--- src/hw/rtl/aabb_collide_and_resolve_macros.svh ---
// ----------------------------------------------------------------------------
// Assertion macros for the box collision pipeline
// Concurrent checks clocked on clk and held off during rst.
// ----------------------------------------------------------------------------
`ifndef AABB_COLLIDE_AND_RESOLVE_MACROS_SVH
`define AABB_COLLIDE_AND_RESOLVE_MACROS_SVH

// same-cycle implication
`define ACR_ASSERT_NOW(lbl, ante, cons, msg) \
  lbl: assert property (@(posedge clk) disable iff (rst) (ante) |-> (cons)) \
    else $error(msg);

// next-cycle implication
`define ACR_ASSERT_NEXT(lbl, ante, cons, msg) \
  lbl: assert property (@(posedge clk) disable iff (rst) (ante) |=> (cons)) \
    else $error(msg);

`endif

--- src/hw/rtl/acr_pkg.sv ---
// ----------------------------------------------------------------------------
// acr_pkg
// Shared constants of the box collision pipeline.
// ----------------------------------------------------------------------------
package acr_pkg;

  // box sizes are this many bits narrower than coordinates
  localparam int SIZE_GAP = 2;

  // push axis codes
  localparam logic AXIS_X = 1'b0;
  localparam logic AXIS_Y = 1'b1;

endpackage

--- src/hw/rtl/acr_ifs.sv ---
// ----------------------------------------------------------------------------
// acr stream interfaces
// Valid/ready channels for box pairs in and resolved movers out.
// ----------------------------------------------------------------------------
interface acr_in_if
  import acr_pkg::*;
#(
  parameter int COORD_BITS = 16
);
  logic                                valid;
  logic                                ready;
  logic signed [COORD_BITS-1:0]        mover_x;
  logic signed [COORD_BITS-1:0]        mover_y;
  logic signed [COORD_BITS-1:0]        mover_vx;
  logic signed [COORD_BITS-1:0]        mover_vy;
  logic        [COORD_BITS-SIZE_GAP-1:0] mover_width;
  logic        [COORD_BITS-SIZE_GAP-1:0] mover_height;
  logic signed [COORD_BITS-1:0]        tile_x;
  logic signed [COORD_BITS-1:0]        tile_y;
  logic signed [COORD_BITS-1:0]        tile_vx;
  logic signed [COORD_BITS-1:0]        tile_vy;
  logic        [COORD_BITS-SIZE_GAP-1:0] tile_width;
  logic        [COORD_BITS-SIZE_GAP-1:0] tile_height;

  modport source (
    output valid, mover_x, mover_y, mover_vx, mover_vy, mover_width, mover_height,
    output tile_x, tile_y, tile_vx, tile_vy, tile_width, tile_height,
    input  ready
  );
  modport sink (
    input  valid, mover_x, mover_y, mover_vx, mover_vy, mover_width, mover_height,
    input  tile_x, tile_y, tile_vx, tile_vy, tile_width, tile_height,
    output ready
  );
endinterface

interface acr_out_if #(
  parameter int COORD_BITS = 16
);
  logic                         valid;
  logic                         ready;
  logic                         hit;
  logic                         push_axis;
  logic signed [COORD_BITS-1:0] new_x;
  logic signed [COORD_BITS-1:0] new_y;
  logic signed [COORD_BITS-1:0] new_vx;
  logic signed [COORD_BITS-1:0] new_vy;

  modport source (
    output valid, hit, push_axis, new_x, new_y, new_vx, new_vy,
    input  ready
  );
  modport sink (
    input  valid, hit, push_axis, new_x, new_y, new_vx, new_vy,
    output ready
  );
endinterface

--- src/hw/rtl/acr_diff.sv ---
// ----------------------------------------------------------------------------
// acr_diff
// First stage: relative position, relative velocity and size sums.
// ----------------------------------------------------------------------------
module acr_diff
  import acr_pkg::*;
#(
  parameter int COORD_BITS = 16
) (
  input  logic                              clk,
  input  logic                              rst,
  acr_in_if.sink                            pair,
  output logic                              valid,
  input  logic                              dn_ready,
  output logic signed [COORD_BITS:0]        dx,
  output logic signed [COORD_BITS:0]        dy,
  output logic signed [COORD_BITS:0]        rvx,
  output logic signed [COORD_BITS:0]        rvy,
  output logic        [COORD_BITS-SIZE_GAP:0] sumw,
  output logic        [COORD_BITS-SIZE_GAP:0] sumh,
  output logic signed [COORD_BITS-1:0]      mx,
  output logic signed [COORD_BITS-1:0]      my,
  output logic signed [COORD_BITS-1:0]      mvx,
  output logic signed [COORD_BITS-1:0]      mvy,
  output logic signed [COORD_BITS-1:0]      tx,
  output logic signed [COORD_BITS-1:0]      ty
);
  localparam int CB = COORD_BITS;

  assign pair.ready = !valid || dn_ready;

  always_ff @(posedge clk) begin
    if (rst) begin
      valid <= 1'b0;
    end else if (pair.ready) begin
      valid <= pair.valid;
    end
  end

  always_ff @(posedge clk) begin
    if (pair.ready && pair.valid) begin
      dx   <= $signed({pair.mover_x[CB-1], pair.mover_x}) -
              $signed({pair.tile_x[CB-1], pair.tile_x});
      dy   <= $signed({pair.mover_y[CB-1], pair.mover_y}) -
              $signed({pair.tile_y[CB-1], pair.tile_y});
      rvx  <= $signed({pair.mover_vx[CB-1], pair.mover_vx}) -
              $signed({pair.tile_vx[CB-1], pair.tile_vx});
      rvy  <= $signed({pair.mover_vy[CB-1], pair.mover_vy}) -
              $signed({pair.tile_vy[CB-1], pair.tile_vy});
      sumw <= {1'b0, pair.mover_width} + {1'b0, pair.tile_width};
      sumh <= {1'b0, pair.mover_height} + {1'b0, pair.tile_height};
      mx   <= pair.mover_x;
      my   <= pair.mover_y;
      mvx  <= pair.mover_vx;
      mvy  <= pair.mover_vy;
      tx   <= pair.tile_x;
      ty   <= pair.tile_y;
    end
  end
endmodule

--- src/hw/rtl/acr_mul.sv ---
// ----------------------------------------------------------------------------
// acr_mul
// Second stage: dot product terms, doubled overlaps and saturated push-out
// positions on both axes.
// ----------------------------------------------------------------------------
module acr_mul
  import acr_pkg::*;
#(
  parameter int COORD_BITS = 16
) (
  input  logic                              clk,
  input  logic                              rst,
  input  logic                              up_valid,
  output logic                              up_ready,
  input  logic signed [COORD_BITS:0]        dx,
  input  logic signed [COORD_BITS:0]        dy,
  input  logic signed [COORD_BITS:0]        rvx,
  input  logic signed [COORD_BITS:0]        rvy,
  input  logic        [COORD_BITS-SIZE_GAP:0] sumw,
  input  logic        [COORD_BITS-SIZE_GAP:0] sumh,
  input  logic signed [COORD_BITS-1:0]      mx_in,
  input  logic signed [COORD_BITS-1:0]      my_in,
  input  logic signed [COORD_BITS-1:0]      mvx_in,
  input  logic signed [COORD_BITS-1:0]      mvy_in,
  input  logic signed [COORD_BITS-1:0]      tx,
  input  logic signed [COORD_BITS-1:0]      ty,
  output logic                              valid,
  input  logic                              dn_ready,
  output logic signed [2*COORD_BITS+1:0]    px,
  output logic signed [2*COORD_BITS+1:0]    py,
  output logic signed [COORD_BITS+2:0]      ox2,
  output logic signed [COORD_BITS+2:0]      oy2,
  output logic signed [COORD_BITS-1:0]      cx,
  output logic signed [COORD_BITS-1:0]      cy,
  output logic signed [COORD_BITS-1:0]      mx,
  output logic signed [COORD_BITS-1:0]      my,
  output logic signed [COORD_BITS-1:0]      mvx,
  output logic signed [COORD_BITS-1:0]      mvy
);
  localparam int CB = COORD_BITS;
  localparam int DB = CB + 1;
  localparam int OB = CB + 3;
  localparam int SB = CB - SIZE_GAP;
  localparam logic signed [CB-1:0] COORD_MAX = {1'b0, {(CB-1){1'b1}}};
  localparam logic signed [CB-1:0] COORD_MIN = {1'b1, {(CB-1){1'b0}}};

  logic        [DB-1:0]   adx, ady;
  logic        [SB-1:0]   halfw, halfh;
  logic signed [CB:0]     wide_x, wide_y;
  logic signed [CB-1:0]   cx_next, cy_next;
  logic signed [OB-1:0]   ox2_next, oy2_next;
  logic                   dx_pos, dy_pos;

  assign up_ready = !valid || dn_ready;

  always_comb begin
    adx = dx[DB-1] ? (~dx + 1'b1) : dx;
    ady = dy[DB-1] ? (~dy + 1'b1) : dy;
    ox2_next = $signed({{(OB-SB-1){1'b0}}, sumw}) - $signed({1'b0, adx, 1'b0});
    oy2_next = $signed({{(OB-SB-1){1'b0}}, sumh}) - $signed({1'b0, ady, 1'b0});

    // zero offset goes to the negative side
    dx_pos = !dx[DB-1] && (dx != '0);
    dy_pos = !dy[DB-1] && (dy != '0);
    halfw  = sumw[SB:1];
    halfh  = sumh[SB:1];
    wide_x = dx_pos ? $signed({tx[CB-1], tx}) + $signed({3'b000, halfw})
                    : $signed({tx[CB-1], tx}) - $signed({3'b000, halfw});
    wide_y = dy_pos ? $signed({ty[CB-1], ty}) + $signed({3'b000, halfh})
                    : $signed({ty[CB-1], ty}) - $signed({3'b000, halfh});

    if (wide_x[CB] != wide_x[CB-1]) begin
      cx_next = wide_x[CB] ? COORD_MIN : COORD_MAX;
    end else begin
      cx_next = wide_x[CB-1:0];
    end
    if (wide_y[CB] != wide_y[CB-1]) begin
      cy_next = wide_y[CB] ? COORD_MIN : COORD_MAX;
    end else begin
      cy_next = wide_y[CB-1:0];
    end
  end

  always_ff @(posedge clk) begin
    if (rst) begin
      valid <= 1'b0;
    end else if (up_ready) begin
      valid <= up_valid;
    end
  end

  always_ff @(posedge clk) begin
    if (up_ready && up_valid) begin
      px  <= dx * rvx;
      py  <= dy * rvy;
      ox2 <= ox2_next;
      oy2 <= oy2_next;
      cx  <= cx_next;
      cy  <= cy_next;
      mx  <= mx_in;
      my  <= my_in;
      mvx <= mvx_in;
      mvy <= mvy_in;
    end
  end
endmodule

--- src/hw/rtl/acr_resolve.sv ---
// ----------------------------------------------------------------------------
// acr_resolve
// Last stage: approach test, hit decision, axis choice and result register.
// ----------------------------------------------------------------------------
`include "aabb_collide_and_resolve_macros.svh"

module acr_resolve
  import acr_pkg::*;
#(
  parameter int COORD_BITS = 16
) (
  input  logic                           clk,
  input  logic                           rst,
  input  logic                           up_valid,
  output logic                           up_ready,
  input  logic signed [2*COORD_BITS+1:0] px,
  input  logic signed [2*COORD_BITS+1:0] py,
  input  logic signed [COORD_BITS+2:0]   ox2,
  input  logic signed [COORD_BITS+2:0]   oy2,
  input  logic signed [COORD_BITS-1:0]   cx,
  input  logic signed [COORD_BITS-1:0]   cy,
  input  logic signed [COORD_BITS-1:0]   mx,
  input  logic signed [COORD_BITS-1:0]   my,
  input  logic signed [COORD_BITS-1:0]   mvx,
  input  logic signed [COORD_BITS-1:0]   mvy,
  acr_out_if.source                      result
);
  localparam int PB = 2 * COORD_BITS + 2;
  localparam int OB = COORD_BITS + 3;

  logic signed [PB:0] dot;
  logic               hit_next;
  logic               push_y;

  assign up_ready = !result.valid || result.ready;

  always_comb begin
    dot      = $signed({px[PB-1], px}) + $signed({py[PB-1], py});
    hit_next = !ox2[OB-1] && (ox2 != '0) && !oy2[OB-1] && (oy2 != '0) && dot[PB];
    // tie on overlap goes to x
    push_y   = hit_next && (ox2 > oy2);
  end

  always_ff @(posedge clk) begin
    if (rst) begin
      result.valid <= 1'b0;
    end else if (up_ready) begin
      result.valid <= up_valid;
    end
  end

  always_ff @(posedge clk) begin
    if (up_ready && up_valid) begin
      result.hit       <= hit_next;
      result.push_axis <= push_y ? AXIS_Y : AXIS_X;
      result.new_x     <= (hit_next && !push_y) ? cx : mx;
      result.new_y     <= push_y ? cy : my;
      result.new_vx    <= (hit_next && !push_y) ? '0 : mvx;
      result.new_vy    <= push_y ? '0 : mvy;
    end
  end

  `ACR_ASSERT_NEXT(a_load_shows, up_valid && up_ready, result.valid, "loaded item not presented")
  `ACR_ASSERT_NOW(a_axis_needs_hit, result.valid && result.push_axis == AXIS_Y, result.hit && result.new_vy == '0, "y push without hit or with y velocity")
  `ACR_ASSERT_NOW(a_x_push_zero, result.valid && result.hit && result.push_axis == AXIS_X, result.new_vx == '0, "x push kept x velocity")
endmodule

--- src/hw/rtl/aabb_collide_and_resolve.sv ---
// ----------------------------------------------------------------------------
// aabb_collide_and_resolve
// Collision test and push-out for a stream of centred box pairs.
// ----------------------------------------------------------------------------
// One box pair is taken every clock while no stage is stalled; its result is
// registered in turn by the difference, multiply and resolve stages. The
// throughput is one item per cycle, set by the three register stages
// (difference, multiply, resolve), each of which holds its item
// independently so bubbles close up under back-pressure. The multiply
// stage, two signed (COORD_BITS+1)-bit products, sets the clock path.
// Coordinates are COORD_BITS wide, sizes COORD_BITS-2 wide, fixed point
// with any number of fraction bits.
module aabb_collide_and_resolve
  import acr_pkg::*;
#(
  parameter int COORD_BITS = 16
) (
  input  logic        clk,
  input  logic        rst,
  acr_in_if.sink      pair,
  acr_out_if.source   result
);
  localparam int CB = COORD_BITS;

  logic                       v1, v2, r2, r3;
  logic signed [CB:0]         dx, dy, rvx, rvy;
  logic        [CB-SIZE_GAP:0] sumw, sumh;
  logic signed [CB-1:0]       mx1, my1, mvx1, mvy1, tx1, ty1;
  logic signed [2*CB+1:0]     px, py;
  logic signed [CB+2:0]       ox2, oy2;
  logic signed [CB-1:0]       cx, cy, mx2, my2, mvx2, mvy2;

  acr_diff #(.COORD_BITS(CB)) u_diff (
    .clk(clk), .rst(rst), .pair(pair),
    .valid(v1), .dn_ready(r2),
    .dx(dx), .dy(dy), .rvx(rvx), .rvy(rvy), .sumw(sumw), .sumh(sumh),
    .mx(mx1), .my(my1), .mvx(mvx1), .mvy(mvy1), .tx(tx1), .ty(ty1)
  );

  acr_mul #(.COORD_BITS(CB)) u_mul (
    .clk(clk), .rst(rst),
    .up_valid(v1), .up_ready(r2),
    .dx(dx), .dy(dy), .rvx(rvx), .rvy(rvy), .sumw(sumw), .sumh(sumh),
    .mx_in(mx1), .my_in(my1), .mvx_in(mvx1), .mvy_in(mvy1), .tx(tx1), .ty(ty1),
    .valid(v2), .dn_ready(r3),
    .px(px), .py(py), .ox2(ox2), .oy2(oy2), .cx(cx), .cy(cy),
    .mx(mx2), .my(my2), .mvx(mvx2), .mvy(mvy2)
  );

  acr_resolve #(.COORD_BITS(CB)) u_resolve (
    .clk(clk), .rst(rst),
    .up_valid(v2), .up_ready(r3),
    .px(px), .py(py), .ox2(ox2), .oy2(oy2), .cx(cx), .cy(cy),
    .mx(mx2), .my(my2), .mvx(mvx2), .mvy(mvy2),
    .result(result)
  );
endmodule

--- src/flat_wrapper.sv ---
// flat-port wrapper written by rule: the top's interface ports become plain ports
module aabb_collide_and_resolve_flat import acr_pkg::*;
#(
  parameter int COORD_BITS = 16
)
  (clk, rst, pair_valid, pair_mover_x, pair_mover_y, pair_mover_vx, pair_mover_vy, pair_mover_width, pair_mover_height, pair_tile_x, pair_tile_y, pair_tile_vx, pair_tile_vy, pair_tile_width, pair_tile_height, pair_ready, result_valid, result_hit, result_push_axis, result_new_x, result_new_y, result_new_vx, result_new_vy, result_ready);
  acr_in_if #(.COORD_BITS(COORD_BITS)) pair_i ();
  acr_out_if #(.COORD_BITS(COORD_BITS)) result_i ();
  input  logic clk;
  input  logic rst;
  input wire logic [$bits(pair_i.valid)-1:0] pair_valid;
  input wire logic [$bits(pair_i.mover_x)-1:0] pair_mover_x;
  input wire logic [$bits(pair_i.mover_y)-1:0] pair_mover_y;
  input wire logic [$bits(pair_i.mover_vx)-1:0] pair_mover_vx;
  input wire logic [$bits(pair_i.mover_vy)-1:0] pair_mover_vy;
  input wire logic [$bits(pair_i.mover_width)-1:0] pair_mover_width;
  input wire logic [$bits(pair_i.mover_height)-1:0] pair_mover_height;
  input wire logic [$bits(pair_i.tile_x)-1:0] pair_tile_x;
  input wire logic [$bits(pair_i.tile_y)-1:0] pair_tile_y;
  input wire logic [$bits(pair_i.tile_vx)-1:0] pair_tile_vx;
  input wire logic [$bits(pair_i.tile_vy)-1:0] pair_tile_vy;
  input wire logic [$bits(pair_i.tile_width)-1:0] pair_tile_width;
  input wire logic [$bits(pair_i.tile_height)-1:0] pair_tile_height;
  output wire logic [$bits(pair_i.ready)-1:0] pair_ready;
  output wire logic [$bits(result_i.valid)-1:0] result_valid;
  output wire logic [$bits(result_i.hit)-1:0] result_hit;
  output wire logic [$bits(result_i.push_axis)-1:0] result_push_axis;
  output wire logic [$bits(result_i.new_x)-1:0] result_new_x;
  output wire logic [$bits(result_i.new_y)-1:0] result_new_y;
  output wire logic [$bits(result_i.new_vx)-1:0] result_new_vx;
  output wire logic [$bits(result_i.new_vy)-1:0] result_new_vy;
  input wire logic [$bits(result_i.ready)-1:0] result_ready;
  assign pair_i.valid = pair_valid;
  assign pair_i.mover_x = pair_mover_x;
  assign pair_i.mover_y = pair_mover_y;
  assign pair_i.mover_vx = pair_mover_vx;
  assign pair_i.mover_vy = pair_mover_vy;
  assign pair_i.mover_width = pair_mover_width;
  assign pair_i.mover_height = pair_mover_height;
  assign pair_i.tile_x = pair_tile_x;
  assign pair_i.tile_y = pair_tile_y;
  assign pair_i.tile_vx = pair_tile_vx;
  assign pair_i.tile_vy = pair_tile_vy;
  assign pair_i.tile_width = pair_tile_width;
  assign pair_i.tile_height = pair_tile_height;
  assign pair_ready = pair_i.ready;
  assign result_valid = result_i.valid;
  assign result_hit = result_i.hit;
  assign result_push_axis = result_i.push_axis;
  assign result_new_x = result_i.new_x;
  assign result_new_y = result_i.new_y;
  assign result_new_vx = result_i.new_vx;
  assign result_new_vy = result_i.new_vy;
  assign result_i.ready = result_ready;
  aabb_collide_and_resolve #(.COORD_BITS(COORD_BITS)) u_core (.clk(clk), .rst(rst), .pair(pair_i), .result(result_i));
endmodule
--- config.mk ---
export PLATFORM = sky130hd
export DESIGN_NAME = aabb_collide_and_resolve_flat
export DESIGN_NICKNAME = d
export VERILOG_FILES = /design/src/hw/rtl/acr_pkg.sv /design/src/hw/rtl/acr_ifs.sv /design/src/hw/rtl/acr_diff.sv /design/src/hw/rtl/acr_mul.sv /design/src/hw/rtl/acr_resolve.sv /design/src/hw/rtl/aabb_collide_and_resolve.sv /design/src/flat_wrapper.sv
export VERILOG_INCLUDE_DIRS = /design/src /design/src/hw/rtl
export SDC_FILE = /design/constraint.sdc
export NUM_CORES = 2
export LEC_CHECK = 0
export ABC_CLOCK_PERIOD_IN_PS = 59000
export BUFFER_PORTS_ARGS = -buffer_cell sky130_fd_sc_hd__buf_2
export CAP_MARGIN = 20
export CORE_UTILIZATION = 62
export CTS_BUF_LIST = sky130_fd_sc_hd__clkbuf_2 sky130_fd_sc_hd__clkbuf_4 sky130_fd_sc_hd__clkbuf_8
export DETAILED_ROUTE_END_ITERATION = 10
export PLACE_DENSITY = 0.81
export SYNTH_ARGS = -nofsm -noshare
export SYNTH_HDL_FRONTEND = slang
export SYNTH_SLANG_ARGS = --single-unit
--- constraint.sdc ---
create_clock -name clk -period 59 [get_ports clk]
set_input_delay 8.85 -clock clk [delete_from_list [all_inputs] [get_ports clk]]
set_output_delay 8.85 -clock clk [all_outputs]
set_load 0.01 [all_outputs]
* Yosys cells after proc, flatten, opt, wreduce, memory -nomap -nowiden
Index checks and enable logic that the tools add are counted.
** Word-level totals
- Word-level logic and storage cells :: 90
- Register bits :: 465
** Operators by class
- Magnitude comparators :: 1
- Reductions and logical operators :: 26
- Equal/unequal tests :: 2
- Bitwise logic cells :: 2
- Multiplexer cells :: 11
- Multiply operators :: 2
- Add/subtract/negate cells :: 15
** Operators with widths (number)
- $mux W16 :: 6
- $mul A17 B17 Y34 :: 2
- $mux W17 :: 4
- $sub A16 B16 Y17 :: 4
- $reduce_bool A19 Y1 :: 2
- $sub A15 B18 Y19 :: 2
- $add A34 B34 Y35 :: 1
- $add A16 B15 Y17 :: 2
- $add A17 B1 Y17 const B :: 2
- $not A17 Y17 :: 2
- $reduce_bool A17 Y1 :: 2
- $sub A16 B15 Y17 :: 2
- $add A14 B14 Y15 :: 2
- $gt A19 B19 Y1 :: 1
- $logic_and A1 B1 Y1 :: 11
- $logic_not A1 Y1 :: 8
- $logic_or A1 B1 Y1 :: 3
- $ne A1 B1 Y1 :: 2
- $mux W1 :: 1

* Logic depth before layout (Yosys ltp)
- Depth in word-level cells :: 9
- Gate-level depth with buffers :: 25

* By module
A second synthesis with hierarchy kept.
** Second synthesis, totals
- Cells, all modules :: 4376
- Area total of the unflattened synthesis :: 46752.3 um^2
** By module, submodules not included
- acr_mul :: instances 1, cells an instance 3217, area each 32239.7 um^2
- acr_diff :: instances 1, cells an instance 845, area each 10453.8 um^2
- acr_resolve :: instances 1, cells an instance 314, area each 4058.9 um^2

* Worst setup path after synthesis
OpenSTA, ideal clock, no wires.
- Kind :: in2reg
- Start point :: in result_ready
- End point :: reg u_core.u_mul.cx[0] (enable)
- Arrival :: 23.492 ns
- Cell stages on the path :: 2
- Slack :: 34.435 ns
- Library setup time :: 1.073 ns
- Cell sequence :: nor2b_1 -> a21boi_0
** On the way
- Cells in the longest elaborated chain, start to end :: 3
** Ends and longest elaborated chain
- start: declaration :: line flat_wrapper.sv:32 : input wire logic [$bits(result_i.ready)-1:0] result_ready;
- $logic_or A1 B1 Y1 :: line acr_resolve.sv:35 : assign up_ready = !result.valid || result.ready;
- $logic_or A1 B1 Y1 :: line acr_mul.sv:54 : assign up_ready = !valid || dn_ready;
- $logic_and A1 B1 Y1 :: line acr_mul.sv:93 : if (up_ready && up_valid) begin
- end signal: assignment :: line acr_mul.sv:98 : cx <= cx_next;
- end: declaration :: line acr_mul.sv:33 : output logic signed [COORD_BITS-1:0] cx,
Every way passes these cells.
A chain may end at the register's enable or synchronous reset.

* Worst setup path after layout
- Start point :: in result_ready
- End point :: out pair_ready
** On the way
- Cells in the longest elaborated chain, start to end :: 3
** Ends and longest elaborated chain
- $logic_or A1 B1 Y1 :: line acr_resolve.sv:35
- $logic_or A1 B1 Y1 :: line acr_mul.sv:54
- $logic_or A1 B1 Y1 :: line acr_diff.sv:30 : assign pair.ready = !valid || dn_ready;
- end: declaration :: line flat_wrapper.sv:24 : output wire logic [$bits(pair_i.ready)-1:0] pair_ready;
Every way passes these cells.

==> results.sh <==
export IMPL_status="complete, but fails checks"
export IMPL_violations="DRC"
export IMPL_core_mm2=0.0731
export IMPL_synth_area_mm2=0.0459
export IMPL_drv_slew=0
export IMPL_layout_drive_gt1_share_pct=10.7
export IMPL_crit_required_ns=50.15
export IMPL_yosysMostFrequentCell="inv_1"
export IMPL_synth_main_ff_cell="edfxtp_1"
export IMPL_synth_edf_count=462
export IMPL_async_reset_ff_share_pct=0
export IMPL_finalWorstSetupSlack_ns=40.27
export IMPL_drt_iter0_markers=1873
export IMPL_die_w_um=274
export IMPL_clock_skew_ns=0.0437
export IMPL_synth_seq_cells=465
export IMPL_grt_pass1_wl_um=160000
export IMPL_maxCapViolations=0
export IMPL_cp_buffers_inverters=2
export IMPL_antenna_found_initial=2
export IMPL_synth_area_per_cell_um2=10.7
export IMPL_finalNetCount=5701
export IMPL_highest_layer="met4"
export IMPL_register_area_mm2=0.0139
export IMPL_via_per_inst=5.66
export IMPL_fillCellCount=5408
export IMPL_clockBufferDepth=3
export IMPL_post_cts_buffers=0
export IMPL_synthTopCellsByCount="inv_1, fa_1, edfxtp_1"
export IMPL_grt_overflow=0
export IMPL_placed_area_mm2=0.0481
export IMPL_preCtsSetupSlack_ns=40.25
export IMPL_grt_max_degree=76
export IMPL_cts_reportedPaths_clkPinSlew_ns=0.06
export IMPL_cts_tree="yes"
export IMPL_port_buffers=255
export IMPL_period_share_pct=31.7
export IMPL_cp_common_cell="buf_2"
export IMPL_worst_pin_slew_ns=1.00
export IMPL_cts_made_buffers=80
export IMPL_dieHeight_um=274
export IMPL_syn_inst=4288
export IMPL_post_dp_hpwl_um=75900
export IMPL_worstPathCellList="buf_2 -> nor2b_1 -> nand3_1 -> buf_2"
export IMPL_synth_distinct_cells=81
export IMPL_fmax_mhz=53.4
export IMPL_syn_nets=5456
export IMPL_cts_num_sinks=465
export IMPL_detail_route_antenna_nets=0
export IMPL_start_kind="primary input"
export IMPL_track_usage_pct=26.8
export IMPL_routabilityCongestion=0.911
export IMPL_synth_top_area_share_pct=30.3
export IMPL_maxSlewHeadroom_pct=33.2
export IMPL_cp_slowest_stage_delay_ns=0.57
export IMPL_route_met3_wl_um=5780
export IMPL_setup_worst_path_class="in -> out"
export IMPL_critical_path_top_delay_family="simple AND/OR/NAND/NOR gates"
export IMPL_setup_viol=0
export IMPL_dr_wl_met2_um=49200
export IMPL_die_area_mm2=0.0750
export IMPL_fin_tns_setup_ns=0
export IMPL_hp_class="reg -> reg"
export IMPL_clockRootBuffer="clkbuf_8"
export IMPL_first_pass_iters=8
export IMPL_wl_met1_um=38900
export IMPL_multi_input_area_mm2=0.0285
export IMPL_worstSkewPairLatency_ns=0.72
export IMPL_cp_end_kind="primary output"
export IMPL_fin_crit_ns=18.73
export IMPL_vias=31438
export IMPL_io_pins=256
export IMPL_cp_max_fo=6
export IMPL_yosys_area_top_type="edfxtp_1"
export IMPL_drt_total_wl_um=97200
export IMPL_rsz0062_at_grt="no"
export IMPL_initial_core_util_pct=62.7
export IMPL_fin_area_mm2=0.0498
export IMPL_cp_arrival_ns=9.88
export IMPL_cts_max_level=3
export IMPL_ys_seq_area_share_pct=30.4
export IMPL_num_rows=99
export IMPL_finalHoldViolCount=0
export IMPL_wl_per_cell_um=17.5
export IMPL_cp_slowest_cell="nor2b_1"
export IMPL_ctsHoldBuffers=0
export IMPL_cts_resized=0
export IMPL_drc_errors=2
export IMPL_area_delta_synth_final_pct=8.60
export IMPL_grt_pass1_vias=33169
export IMPL_synthTopCellsByArea="edfxtp_1, fa_1, ha_1"
export IMPL_ys_warn_count=0
==> per-layer routing <==
layer	vias up	track usage, %
met3	260	4.40
met2	1019	46.7
met1	15706	33.4
met4	0	10.5
met5	-	0
li1	14453	-
==> worst paths after layout <==
path,from,endpoint,slack (ns),depth (start not counted)
min,u_core.u_diff.mx[10]$_DFFE_PP_,u_core.u_mul.mx[10]$_DFFE_PP_,0.40,0
min reg2reg,u_core.u_diff.mx[10]$_DFFE_PP_,u_core.u_mul.mx[10]$_DFFE_PP_,0.40,0
max,result_ready,pair_ready,40.27,4
max reg2reg,u_core.u_diff.rvx[2]$_DFFE_PP_,u_core.u_mul.px[33]$_DFFE_PP_,51.53,20
==> worst register-to-register path, cell delays in order, from the launching register on <==
cell and delay [ns]:
edfxtp_1 0.87, nand2_1 0.20, inv_1 0.17, fa_1 0.55
fa_1 0.86, fa_1 0.53, fa_1 0.50, fa_1 0.49
inv_1 0.05, fa_1 0.47, inv_1 0.04, ha_1 0.36
a21o_1 0.19, a31o_2 0.21, a221o_1 0.34, a21o_1 0.18
a41o_1 0.26, a2111oi_0 0.58, o21bai_1 0.12, a21oi_1 0.19
xnor2_1 0.08
==> cells by family (layout without fill, tap and decap cells) <==
| group | Yosys count | count (layout) | share of synthesized area, % |
|---|---|---|---|
| and+or+nand+nor | 1107 | 1107 | 12.1 |
| adders and majority gates | 982 | 982 | 36.6 |
| buffers and inverters | 910 | 1218 | 7.51 |
| AOI/OAI and AO/OA | 550 | 550 | 7.86 |
| DFF | 465 | 465 | 30.4 |
| xor gates and xnor gates | 238 | 238 | 4.58 |
| muxes | 36 | 36 | 0.876 |
| other | 0 | 1 | 0 |
==> cell usage in the layout, fill, tap and decap left out, drive strengths merged, types with 15 or more instances in the layout <==
cell    instances
a21boi         20
a21o           63
a21oi         159
a31oi          18
and2          298
and3           21
buf           287
clkbuf         99
clkinv         34
edfxtp        462
fa            602
ha            378
inv           791
mux2           33
nand2         350
nand2b         26
nand3          43
nor2          177
nor2b          68
nor3           54
nor4           17
o21a           29
o21ai         123
o21bai         15
o31ai          19
or3            16
xnor2         157
xor2           81
==> layout make-up <==
cell class	count	area share, %
Multi-Input combinational cell	2913	57.3
Sequential cell	465	28.0
Inverter	785	5.92
Timing Repair Buffer	288	3.07
Clock buffer	99	2.50
Tap cell	959	2.41
Clock inverter	46	0.844
Antenna cell	1	0.00503
==> registers in the layout (all words and copies together), names as in the netlist, 17 cells and up <==
| signal | cells |
|---|---|
| u_core.u_mul.px | 34 |
| u_core.u_mul.py | 34 |
| u_core.u_mul.ox2 | 19 |
| u_core.u_mul.oy2 | 19 |
| u_core.u_diff.dx | 17 |
| u_core.u_diff.dy | 17 |
| u_core.u_diff.rvx | 17 |
| u_core.u_diff.rvy | 17 |
==> per-stage QoR <==
| stage | util [%] | std cells | hold WS (ns) |
|---|---|---|---|
| finish | 68.1 | 5556 | 0.399 |
| global route | 68.1 | 5556 | 0.408 |
| CTS | 68.1 | 5554 | 0.399 |
| detailed placement | 65.8 | 5409 | 0.405 |
| global placement | 65.8 | 5409 | 0.400 |
| floorplan | - | 4288 | 0.400 |
Power is not shown: default switching activity piles up to over one toggle a cycle in this logic, so the estimate is an artifact.
